<file path="src/design/wgm_pkg.sv">
`timescale 1ns / 1ps

package wgm_pkg;

    localparam int MAX_PATTERN  = 32;
    localparam int VEC_W        = MAX_PATTERN + 1;
    localparam int LEN_W        = 6;
    localparam int BYTE_W       = 8;
    localparam int NUM_PAT_REGS = 4;
    localparam int PAT_REG_W    = 64;
    localparam int BYTES_PER_REG = PAT_REG_W / BYTE_W;
    localparam int PAT_IDX_W    = $clog2(NUM_PAT_REGS);
    localparam int CFG_IDX_W    = 3;
    localparam int CFG_DATA_W   = 64;

    localparam logic [BYTE_W-1:0] STAR_CHAR  = 8'h2A;
    localparam logic [BYTE_W-1:0] QMARK_CHAR = 8'h3F;

    typedef enum logic [CFG_IDX_W-1:0] {
        CFG_PAT_A = 3'd0,
        CFG_PAT_B = 3'd1,
        CFG_PAT_C = 3'd2,
        CFG_PAT_D = 3'd3,
        CFG_LEN   = 3'd4
    } t_cfg_idx;

    // signals handed from one position cell to the next
    typedef struct packed {
        logic cur_carry;   // closed current bit, in front of a star
        logic advance;     // position moves forward on this byte
        logic next_carry;  // closed next bit, in front of a star
    } t_link;

    typedef struct packed {
        logic full_match;
        logic text_done;
    } t_result;

endpackage

</file>
<file path="src/design/wgm_if.sv">
`timescale 1ns / 1ps

interface wgm_text_if;
    logic                       valid;
    logic                       ready;
    logic [wgm_pkg::BYTE_W-1:0] text_byte;
    logic                       no_byte;
    logic                       is_last;

    modport source (output valid, text_byte, no_byte, is_last, input ready);
    modport sink   (input valid, text_byte, no_byte, is_last, output ready);
endinterface

interface wgm_result_if;
    logic valid;
    logic ready;
    logic full_match;
    logic text_done;

    modport source (output valid, full_match, text_done, input ready);
    modport sink   (input valid, full_match, text_done, output ready);
endinterface

</file>
<file path="src/design/wgm_cell.sv">
`timescale 1ns / 1ps

module wgm_cell (
    input  logic                       i_clk,
    input  logic                       i_rst_n,
    input  logic                       i_accept,
    input  logic                       i_last,
    input  logic                       i_no_byte,
    input  logic                       i_start,
    input  logic                       i_enable,
    input  logic [wgm_pkg::BYTE_W-1:0] i_text_byte,
    input  logic [wgm_pkg::BYTE_W-1:0] i_pattern_byte,
    input  wgm_pkg::t_link             i_link,
    output wgm_pkg::t_link             o_link,
    output logic                       o_next_bit
);

    logic r_active;
    logic n_active;
    logic w_star;
    logic w_hit;
    logic w_cur;
    logic w_raw;
    logic w_next;

    assign w_star = i_enable && (i_pattern_byte == wgm_pkg::STAR_CHAR);
    assign w_hit  = i_enable && !w_star &&
                    ((i_pattern_byte == wgm_pkg::QMARK_CHAR) || (i_pattern_byte == i_text_byte));

    assign w_cur  = r_active | i_link.cur_carry;
    assign w_raw  = i_no_byte ? w_cur : ((w_cur & w_star) | i_link.advance);
    assign w_next = w_raw | i_link.next_carry;

    assign o_link.cur_carry  = w_cur & w_star;
    assign o_link.advance    = w_cur & w_hit;
    assign o_link.next_carry = w_next & w_star;
    assign o_next_bit        = w_next;

    assign n_active = i_last ? i_start : w_next;

    always_ff @(posedge i_clk) begin
        if (!i_rst_n) begin
            r_active <= i_start;
        end else if (i_accept) begin
            r_active <= n_active;
        end
    end

endmodule

</file>
<file path="src/design/wildcard_glob_matcher.sv">
`timescale 1ns / 1ps

// Glob matcher: '*' matches any run (possibly empty), '?' one byte, others literal.
// Text channel (i_text): one byte per transfer; no_byte marks a transfer without a
// character, is_last ends the text and returns the matcher to the start position.
// Result channel (o_result): exactly one result per text transfer, in order.
// full_match tells whether the text so far matches the whole pattern; text_done
// echoes is_last.
// The result is registered (in the skid entry if the output register is held).
// Throughput: one text byte per cycle while the skid entry is empty. A row of 32
// position cells, one bit each, updates all pattern positions; star closure
// ripples through the row. A two-entry output stage (register plus skid) keeps
// i_text ready while one result waits; i_text drops ready only when both
// entries are full. Config: i_cfg_we writes register i_cfg_index (0..3 pattern
// bytes, 4 length); write only between texts or while no result is outstanding.
// Reset (synchronous, active low): pattern and length clear to zero, the
// position vector returns to the start position, output stage empties.

module wildcard_glob_matcher (
    input  logic                           i_clk,
    input  logic                           i_rst_n,
    input  logic                           i_cfg_we,
    input  logic [wgm_pkg::CFG_IDX_W-1:0]  i_cfg_index,
    input  logic [wgm_pkg::CFG_DATA_W-1:0] i_cfg_data,
    wgm_text_if.sink                       i_text,
    wgm_result_if.source                   o_result
);

    localparam int N = wgm_pkg::MAX_PATTERN;

    logic [wgm_pkg::NUM_PAT_REGS-1:0][wgm_pkg::PAT_REG_W-1:0] r_pat;
    logic [wgm_pkg::LEN_W-1:0] r_len;
    logic [wgm_pkg::LEN_W-1:0] w_len_used;

    wgm_pkg::t_link         w_link [N+1];
    logic [wgm_pkg::VEC_W-1:0] w_next_vec;

    logic r_last_active;
    logic n_last_active;
    logic w_cur_last;
    logic w_raw_last;

    logic             w_accept;
    wgm_pkg::t_result w_new;
    wgm_pkg::t_result r_out;
    wgm_pkg::t_result r_skid;
    logic             r_out_valid;
    logic             r_skid_valid;

    // configuration registers
    always_ff @(posedge i_clk) begin
        if (!i_rst_n) begin
            r_pat <= '0;
            r_len <= '0;
        end else if (i_cfg_we) begin
            case (i_cfg_index)
                wgm_pkg::CFG_PAT_A, wgm_pkg::CFG_PAT_B,
                wgm_pkg::CFG_PAT_C, wgm_pkg::CFG_PAT_D: begin
                    r_pat[i_cfg_index[wgm_pkg::PAT_IDX_W-1:0]] <= i_cfg_data;
                end
                wgm_pkg::CFG_LEN: begin
                    r_len <= i_cfg_data[wgm_pkg::LEN_W-1:0];
                end
                default: begin
                end
            endcase
        end
    end

    assign w_len_used = (r_len > wgm_pkg::LEN_W'(N)) ? wgm_pkg::LEN_W'(N) : r_len;

    assign w_accept = i_text.valid && i_text.ready;

    // position cells
    assign w_link[0] = '0;

    for (genvar i = 0; i < N; i++) begin : g_cell
        wgm_cell u_cell (
            .i_clk          (i_clk),
            .i_rst_n        (i_rst_n),
            .i_accept       (w_accept),
            .i_last         (i_text.is_last),
            .i_no_byte      (i_text.no_byte),
            .i_start        ((i == 0) ? 1'b1 : 1'b0),
            .i_enable       (wgm_pkg::LEN_W'(i) < w_len_used),
            .i_text_byte    (i_text.text_byte),
            .i_pattern_byte (r_pat[i / wgm_pkg::BYTES_PER_REG]
                                  [(i % wgm_pkg::BYTES_PER_REG) * wgm_pkg::BYTE_W +:
                                   wgm_pkg::BYTE_W]),
            .i_link         (w_link[i]),
            .o_link         (w_link[i+1]),
            .o_next_bit     (w_next_vec[i])
        );
    end

    // end position: never enabled, only receives from the last cell
    assign w_cur_last    = r_last_active | w_link[N].cur_carry;
    assign w_raw_last    = i_text.no_byte ? w_cur_last : w_link[N].advance;
    assign w_next_vec[N] = w_raw_last | w_link[N].next_carry;
    assign n_last_active = i_text.is_last ? 1'b0 : w_next_vec[N];

    always_ff @(posedge i_clk) begin
        if (!i_rst_n) begin
            r_last_active <= 1'b0;
        end else if (w_accept) begin
            r_last_active <= n_last_active;
        end
    end

    assign w_new.full_match = w_next_vec[w_len_used];
    assign w_new.text_done  = i_text.is_last;

    // output register with skid entry
    assign i_text.ready = !r_skid_valid;

    always_ff @(posedge i_clk) begin
        if (!i_rst_n) begin
            r_out_valid  <= 1'b0;
            r_skid_valid <= 1'b0;
        end else if (r_skid_valid) begin
            if (o_result.ready) begin
                r_skid_valid <= 1'b0;
            end
        end else if (!r_out_valid || o_result.ready) begin
            r_out_valid <= w_accept;
        end else if (w_accept) begin
            r_skid_valid <= 1'b1;
        end
    end

    always_ff @(posedge i_clk) begin
        if (r_skid_valid) begin
            if (o_result.ready) begin
                r_out <= r_skid;
            end
        end else if (!r_out_valid || o_result.ready) begin
            r_out <= w_new;
        end else if (w_accept) begin
            r_skid <= w_new;
        end
    end

    assign o_result.valid      = r_out_valid;
    assign o_result.full_match = r_out.full_match;
    assign o_result.text_done  = r_out.text_done;

endmodule
</file>
<file path="src/flat_wrapper.sv">
// flat-port wrapper written by rule: the top's interface ports become plain ports
module wildcard_glob_matcher_flat 
  (i_clk, i_rst_n, i_cfg_we, i_cfg_index, i_cfg_data, i_text_valid, i_text_text_byte, i_text_no_byte, i_text_is_last, i_text_ready, o_result_valid, o_result_full_match, o_result_text_done, o_result_ready);
  wgm_text_if i_text_i ();
  wgm_result_if o_result_i ();
  input  logic i_clk;
  input  logic i_rst_n;
  input  logic i_cfg_we;
  input  logic [wgm_pkg::CFG_IDX_W-1:0] i_cfg_index;
  input  logic [wgm_pkg::CFG_DATA_W-1:0] i_cfg_data;
  input wire logic [$bits(i_text_i.valid)-1:0] i_text_valid;
  input wire logic [$bits(i_text_i.text_byte)-1:0] i_text_text_byte;
  input wire logic [$bits(i_text_i.no_byte)-1:0] i_text_no_byte;
  input wire logic [$bits(i_text_i.is_last)-1:0] i_text_is_last;
  output wire logic [$bits(i_text_i.ready)-1:0] i_text_ready;
  output wire logic [$bits(o_result_i.valid)-1:0] o_result_valid;
  output wire logic [$bits(o_result_i.full_match)-1:0] o_result_full_match;
  output wire logic [$bits(o_result_i.text_done)-1:0] o_result_text_done;
  input wire logic [$bits(o_result_i.ready)-1:0] o_result_ready;
  assign i_text_i.valid = i_text_valid;
  assign i_text_i.text_byte = i_text_text_byte;
  assign i_text_i.no_byte = i_text_no_byte;
  assign i_text_i.is_last = i_text_is_last;
  assign i_text_ready = i_text_i.ready;
  assign o_result_valid = o_result_i.valid;
  assign o_result_full_match = o_result_i.full_match;
  assign o_result_text_done = o_result_i.text_done;
  assign o_result_i.ready = o_result_ready;
  wildcard_glob_matcher u_core (.i_clk(i_clk), .i_rst_n(i_rst_n), .i_cfg_we(i_cfg_we), .i_cfg_index(i_cfg_index), .i_cfg_data(i_cfg_data), .i_text(i_text_i), .o_result(o_result_i));
endmodule
</file>
<file path="config.mk">
export PLATFORM = sky130hd
export DESIGN_NAME = wildcard_glob_matcher_flat
export DESIGN_NICKNAME = d
export VERILOG_FILES = /design/src/design/wgm_pkg.sv /design/src/design/wgm_if.sv /design/src/design/wgm_cell.sv /design/src/design/wildcard_glob_matcher.sv /design/src/flat_wrapper.sv
export SDC_FILE = /design/constraint.sdc
export NUM_CORES = 1
export LEC_CHECK = 0
export BUFFER_PORTS_ARGS = -buffer_cell sky130_fd_sc_hd__buf_4
export CAP_MARGIN = 0
export CELL_PAD_IN_SITES_DETAIL_PLACEMENT = 1
export CELL_PAD_IN_SITES_GLOBAL_PLACEMENT = 2
export CORE_ASPECT_RATIO = 0.9
export CORE_MARGIN = 2
export CORE_UTILIZATION = 38
export DETAILED_ROUTE_END_ITERATION = 12
export GPL_TIMING_DRIVEN = 0
export PLACE_DENSITY = 0.91
export SLEW_MARGIN = 5
export SYNTH_ARGS = -nofsm -noshare
export SYNTH_HDL_FRONTEND = slang
export SYNTH_HIERARCHICAL = 1
export SYNTH_SLANG_ARGS = --single-unit
export TNS_END_PERCENT = 10
</file>
<file path="constraint.sdc">
create_clock -name i_clk -period 21 [get_ports i_clk]
set_clock_uncertainty 0.15 [all_clocks]
set_input_delay 3.15 -clock i_clk [delete_from_list [all_inputs] [get_ports i_clk]]
set_output_delay 3.15 -clock i_clk [all_outputs]
set_load 0.02 [all_outputs]
</file>
==> results of run 1 <==
-- power by group --
| group | leakage (nW) | internal [mW] | total [mW] | switching [mW] |
|---|---|---|---|---|
| registers | 2.51 | 0.601 | 0.622 | 0.0207 |
| clock network | 0.628 | 0.404 | 0.677 | 0.274 |
| logic | 5.09 | 0.0755 | 0.198 | 0.123 |
-- synthesized netlist by cell type (3+ instances only) --
cell type and count:
mux2i_1 9, o21ai_0 54, nand2b_1 33, nor2b_1 73, clkbuf_1 84, a211oi_1 3, nor4_1 65, and4_2 32
and4bb_1 32, edfxtp_1 36, dfxtp_1 265, o22ai_1 5, xor2_1 256, nand3_1 3, o31ai_2 32, o41ai_1 33
buf_1 5, nor3_1 100, mux4_2 3, nand2_1 561, nand4_1 32, and3_1 3, mux2_4 32, inv_1 12
a21oi_1 37, o21a_1 65, nor2_1 45, o21ai_1 32, a21boi_0 259, nand3_2 32
-- area by class of cell --
type,instances,share of cell area
timing repair buffer,125,0.0575
antenna,1,0.000111
inverter,12,0.00199
clock inverter,7,0.00271
sequential,301,0.283
buffer,92,0.0156
tap,632,0.0350
clock buffer,62,0.0533
multi-input combinational,1891,0.551
-- logic make-up (layout without fill, tap and decap cells) --
kind of cell	after synthesis	count (layout)
other	2	40
XOR/XNOR	256	256
AND/OR/NAND/NOR	1021	1021
buffers and inverters	104	298
flip-flops	301	301
AO/OA/AOI/OAI	530	530
multiplexers	45	45
-- what timing repair did --
item	in CTS	in global routing
cloned	8	0
pin swaps	13	39
setup endpoints to repair	10	6
resized for setup	73	20
setup buffers	9	23
-- placed cells by master, fill, tap and decap left out, types with 5 or more instances in the layout --
cell type  count
clkbuf_8      10
nand2b_1      33
nor2b_1       73
conb_1        39
edfxtp_1      36
nor3_1        63
nor3_2        37
o31ai_2       32
nand4_1       32
o41ai_1       15
nand3_2       32
o21ai_1       33
buf_4        109
and4bb_1      32
xor2_1       256
nand2_1      561
clkbuf_16     41
clkbuf_1      92
mux2_4        32
o21ai_0       53
a21boi_0     259
clkinv_2       5
mux2i_1        9
buf_16         8
nor2_1        44
dfxtp_1      265
bufbuf_16      8
and4_2        32
o21a_1        65
o41ai_2       18
inv_1         12
a21oi_1       37
nor4_1        65
o22ai_1        5
buf_1          5
-- worst paths after layout --
path,from,end,slack (ns),depth (start not counted)
worst max-delay path,i_text_text_byte[3],u_core/o_result.full_match,0.52,74
worst max register to register,u_core/r_len[5],u_core/o_result.full_match,0.56,80
worst min-delay path,u_core/r_pat[22],u_core/r_pat[22],0.34,2
worst min register to register,u_core/r_pat[22],u_core/r_pat[22],0.34,2
-- worst max-delay path: cells and delay by family --
kind | cells | cell delay, ns
AOI/OAI and AO/OA | 36 | 11.73
muxes | 1 | 0.20
and+or+nand+nor | 33 | 4.67
xor gates and xnor gates | 1 | 0.22
buffers and inverters | 3 | 0.56
-- sequential cells by signal (all words and copies together) (netlist names) --
| register | count |
|---|---|
| u_core/g_cell.u_cell/r_active | 32 |
| u_core/r_skid | 2 |
| u_core/r_skid_valid | 1 |
| u_core/r_pat | 256 |
| u_core/r_last_active | 1 |
| u_core/o_result.full_match | 1 |
| u_core/o_result.text_done | 1 |
| u_core/o_result.valid | 1 |
| u_core/r_len | 6 |
-- per-layer routing --
metal	vias to the layer above	track usage	routed length, microns
met5	-	0	0
met4	0	0.130	3540
met3	213	0.0448	6390
met2	808	0.488	36400
met1	9506	0.433	36500
li1	8338	-	-
==> results.cfg, run 1 <==
[status]
run_status = finished, final reports clean

[global_routing]
globalRoute.totalOverflow = 0
groute.usage.overall = 0.313
first_global_vias = 18765
global_route_wire_length_before_repair_microns = 120000
pin_count_of_the_biggest_net_entering_global_routing = 69
initial_antenna_violation_count = 3

[yosys]
synth_seq_area_share = 0.340
synth_largest_type_area_fraction = 0.283
syn_avg_cell_area_sq_um = 8.31
synth-edff-count = 36
yosys_warning_count = 6
ys_dominant_reg_cell = dfxtp_1
synth_top_cells_by_area = dfxtp_1 (28%), xor2_1 (12%), nand2_1 (11%)
post_synth_fa_ha_maj_area_fraction = 0
postSynthRegisterBits = 301
synthesis.instances = 2259
post_synth_xor_area_fraction = 0.120
async_reset_ff_frac = 0
synthDominantAreaCellType = dfxtp_1
simple_gate_portion_of_the_synthesized_area = 0.277
post_synth_instance_area_sq_um = 18800
main_combinational_cell_family_by_area_after_synthesis = simple AND/OR/NAND/NOR gates
synth_mux_area_frac = 0.0346
synth_cell_type_count = 50
synth_compound_area_frac = 0.207

[timing]
fin_crit_ns = 20.48
report.final.setup_viol = 0
timing.hold.ws_ns = 0.339
worst_slew_margin_rel = 0.103
setup_slack_ns = 0.522
timing_hold_violations_final = 0
maxClockFrequency_mhz = 48.8
final.period_utilization = 0.975
maxSlewViolCount = 0
worst_pin_slew_ns = 1.35
tns_ns = 0

[routing]
wirelength_per_cell_microns = 26.5
routed_via_density = 6.04
final_antenna_net_count = 0
detailroute.via_count = 18865
drt_first_iter_violations = 1771
remaining_drc_errors = 0
finalWirelength_microns = 82800
detailedRoute.firstPassIterationCount = 5

[clock_tree]
cts_made_buffers = 38
clk_path_buf_depth = 3
total_clock_sinks = 301
buffer_cell_driving_the_clock_tree_root = clkbuf_16
clk_slew_on_worst_s_h_paths_ns = 0.06
worstSkewPairLatency_ns = 0.57
cts_tree = built
cts-hold-fix-buffers = 0
h-tree-depth = 2

[power]
vdd.ir_drop.worst_v = 0.0000513
total_power_mw = 1.50
lkg_pwr_nw = 8.24
power-per-cell-area_nw_per_um2 = 66.3

[worst_hold_path]
class_of_the_tightest_hold_or_removal_check = flop to flop

[finish]
seq_cell_area_sq_um = 6390
area_of_combinational_cells_with_multiple_inputs_sq_um = 12400
fillerInstances = 5803
final_layout_size_suffix_gt1_frac = 0.154
finalInstanceArea_sq_um = 22600
final_core_occ = 0.462
finalNetCount = 2543
area.growth.synth_to_final_pct = 20.4
layout.cells.non_filler = 3123

[floorplan]
initial_core_util = 0.383
core_region_area_sq_um = 48900
fp-row-count = 77
die_area_sq_um = 51200
chipHeight_microns = 215
design.portCount = 86
chipWidth_microns = 238

[placed_design]
buffer_ports.inserted = 85
dpl-instance-area_sq_um = 20300
routabilityCongestion = 0.919
setup_slack_at_placement_ns = -5.53
placedCellCount = 3013
dp.final_hpwl_microns = 52500

[setup_path]
crit_type = primary input to flop
startpoint_class_of_the_critical_path = primary input
crit_path_max_fanout = 16
critical_path_arrival_ns = 20.62
crit_path_end_kind = flop
critical-path-top-cell-by-count = nor3_1
cp_data_required_time_ns = 21.14
worst_path_max_delay_cell = o41ai_2
critical_path.max_stage_delay_ns = 0.43

[job]
max_cap_violations = 0
(Power assumes the default switching activity.)
==> inputs of run 2 (changes only) <==
BUFFER_PORTS_ARGS = default   (was -buffer_cell sky130_fd_sc_hd__buf_4)
CORE_MARGIN = 1.5   (was 2)
CORE_UTILIZATION = 40   (was 38)
DONT_BUFFER_PORTS = 1   (was default)
PLACE_DENSITY = 0.92   (was 0.91)
==> results.cfg, run 2 (synthesis results as in run 1) <==
[status]
run_status = finished, final reports clean

[global_routing]
global_route_wire_length_before_repair_microns = 111000
pin_count_of_the_biggest_net_entering_global_routing = 69
globalRoute.totalOverflow = 0
first_global_vias = 18143
groute.usage.overall = 0.303
initial_antenna_violation_count = 3

[timing]
maxSlewViolCount = 0
final.period_utilization = 0.961
worst_slew_margin_rel = 0.144
fin_crit_ns = 20.18
worst_pin_slew_ns = 1.28
timing_hold_violations_final = 0
setup_slack_ns = 0.817
report.final.setup_viol = 0
maxClockFrequency_mhz = 49.5
timing.hold.ws_ns = 0.341

[finish]
largest_reg_flops = 256
finalNetCount = 2445
layout_common_cells = nand2_1 (561), dfxtp_1 (265), a21boi_0 (259), xor2_1 (256), clkbuf_1 (92)
largestRegisters = u_core/r_pat x256, u_core/g_cell.u_cell/r_active x32, u_core/r_len x6
largest_register = u_core/r_pat
area.growth.synth_to_final_pct = 13.8
fillerInstances = 5543
layout_commonest_cell = nand2_1
final_layout_size_suffix_gt1_frac = 0.115

[power]
combPwrFrac = 0.093
lkg_pwr_nw = 7.52
power.clock.fraction = 0.455
p_sw_mw = 0.353
total_power_mw = 1.38
vdd.ir_drop.worst_v = 0.0000431
power.switching_fraction = 0.256
power-per-cell-area_nw_per_um2 = 64.5
internal-power_mw = 1.02
reg_power_frac = 0.452

[routing]
routed_via_density = 5.93
detailroute.via_count = 17822
detailedRoute.firstPassIterationCount = 7
remaining_drc_errors = 0
wirelength_per_cell_microns = 24.8
finalWirelength_microns = 74500
drt_first_iter_violations = 1276
final_antenna_net_count = 0

[setup_path]
critical-path-top-cell-by-count = nor3_1
crit_path_end_kind = flop
critical_path.max_stage_delay_ns = 0.42
worst_path_max_delay_cell = o41ai_2
ff2ff_setup_slack_ns = 1.01
path_delay_family = compound AO/OA/AOI/OAI gates
worst_r2r_endpoint = u_core/o_result.full_match
path_buf_inv = 2
critical_path_arrival_ns = 20.30
r2r_start = u_core/r_len[1]
cp_data_required_time_ns = 21.12
reg2regPathDepth = 78
startpoint_class_of_the_critical_path = primary input
crit_path_max_fanout = 32
crit_type = primary input to flop

[floorplan]
die_area_sq_um = 48200
design.portCount = 86
initial_core_util = 0.404
chipHeight_microns = 208
fp-row-count = 75
core_region_area_sq_um = 46500
chipWidth_microns = 231

[clock_tree]
buffer_cell_driving_the_clock_tree_root = clkbuf_16
worstSkewPairLatency_ns = 0.55
cts-hold-fix-buffers = 0
h-tree-depth = 2
clk_path_buf_depth = 3
total_clock_sinks = 301
clk_slew_on_worst_s_h_paths_ns = 0.06
cts_tree = built
cts_made_buffers = 37

[worst_hold_path]
hp-start = u_core/r_pat[21]
class_of_the_tightest_hold_or_removal_check = flop to flop
hold_end = u_core/r_pat[21]
hold_path_depth = 2

[placed_design]
buffer_ports.inserted = 0
setup_slack_at_placement_ns = -5.10
routabilityCongestion = 0.948
dp.final_hpwl_microns = 51600

[job]
max_cap_violations = 0
run 2: cell types whose count changed in the layout (fill, tap and decap cells not counted), moves of 3 or more:
cell / delta
bufbuf_16: -8
nor3_1: +3
buf_16: -8
buf_4: -82
clkbuf_8: -3
nor3_2: -3
clkbuf_16: -3
run 2: worst max-delay path by stage:
stage	from	end	slack, ns	depth (start not counted)
4_1_cts	i_text_text_byte[6]	u_core/o_result.full_match	0.02	73
2_1_floorplan	u_core/r_len[1]	u_core/o_result.full_match	2.69	72
3_5_place_dp	u_core/r_len[1]	u_core/o_result.full_match	-5.10	72
6_report	i_text_text_byte[6]	u_core/o_result.full_match	0.82	73
5_1_grt	u_core/r_len[1]	u_core/o_result.full_match	-0.26	80
3_3_place_gp	u_core/r_len[1]	u_core/o_result.full_match	-3.77	72
run 2: cell type report:
class                   instances  area (sq um)  share of cell area
flip-flops and latches        301          6390               0.299
well taps                     616           771              0.0361
plain buffers                  92           355              0.0167
diodes                          2          5.00            0.000235
clock inverters                 5          50.0             0.00235
multi-input cells            1891         12400               0.582
inverters                      12          45.0             0.00211
repair buffers                 28           218              0.0102
clock buffers                  56          1090              0.0510
run 2: tightest hold or removal path, stage by stage (launching register included):
cell and delay, ns:
dfxtp_1 0.32, nand2_1 0.05, a21boi_0 0.07
run 2: power by group through the flow:
stage          logic (mW)  clock network [mW]  registers [mW]
2_1_floorplan      0.0914                   0           0.628
6_report            0.128               0.627           0.622
5_1_grt             0.138               0.658           0.624
3_5_place_dp        0.123                   0           0.634
4_1_cts             0.125               0.638           0.621
3_3_place_gp        0.117                   0           0.632
run 2: through the flow:
step	util	instances	instance area, sq um	TNS [ns]
after CTS	0.453	2979	21000	0
after floorplan	-	2296	18900	0
after global routing	0.459	3001	21300	-0.370
after detailed placement	0.424	2913	19700	-28.08
final	0.459	3003	21300	0
after global placement	0.423	2912	19700	-17.87
run 2: repair_timing:
action                     in CTS  in global routing
setup buffers                   5                 22
setup endpoints to repair       9                  6
resized for setup              35                 22
pin swaps                       4                 26
run 2: layer usage:
layer | track usage | part of all wire
met5 | 0 | 0
met2 | 0.493 | 0.46
met1 | 0.396 | 0.44
met3 | 0.0617 | 0.068
met4 | 0.107 | 0.033
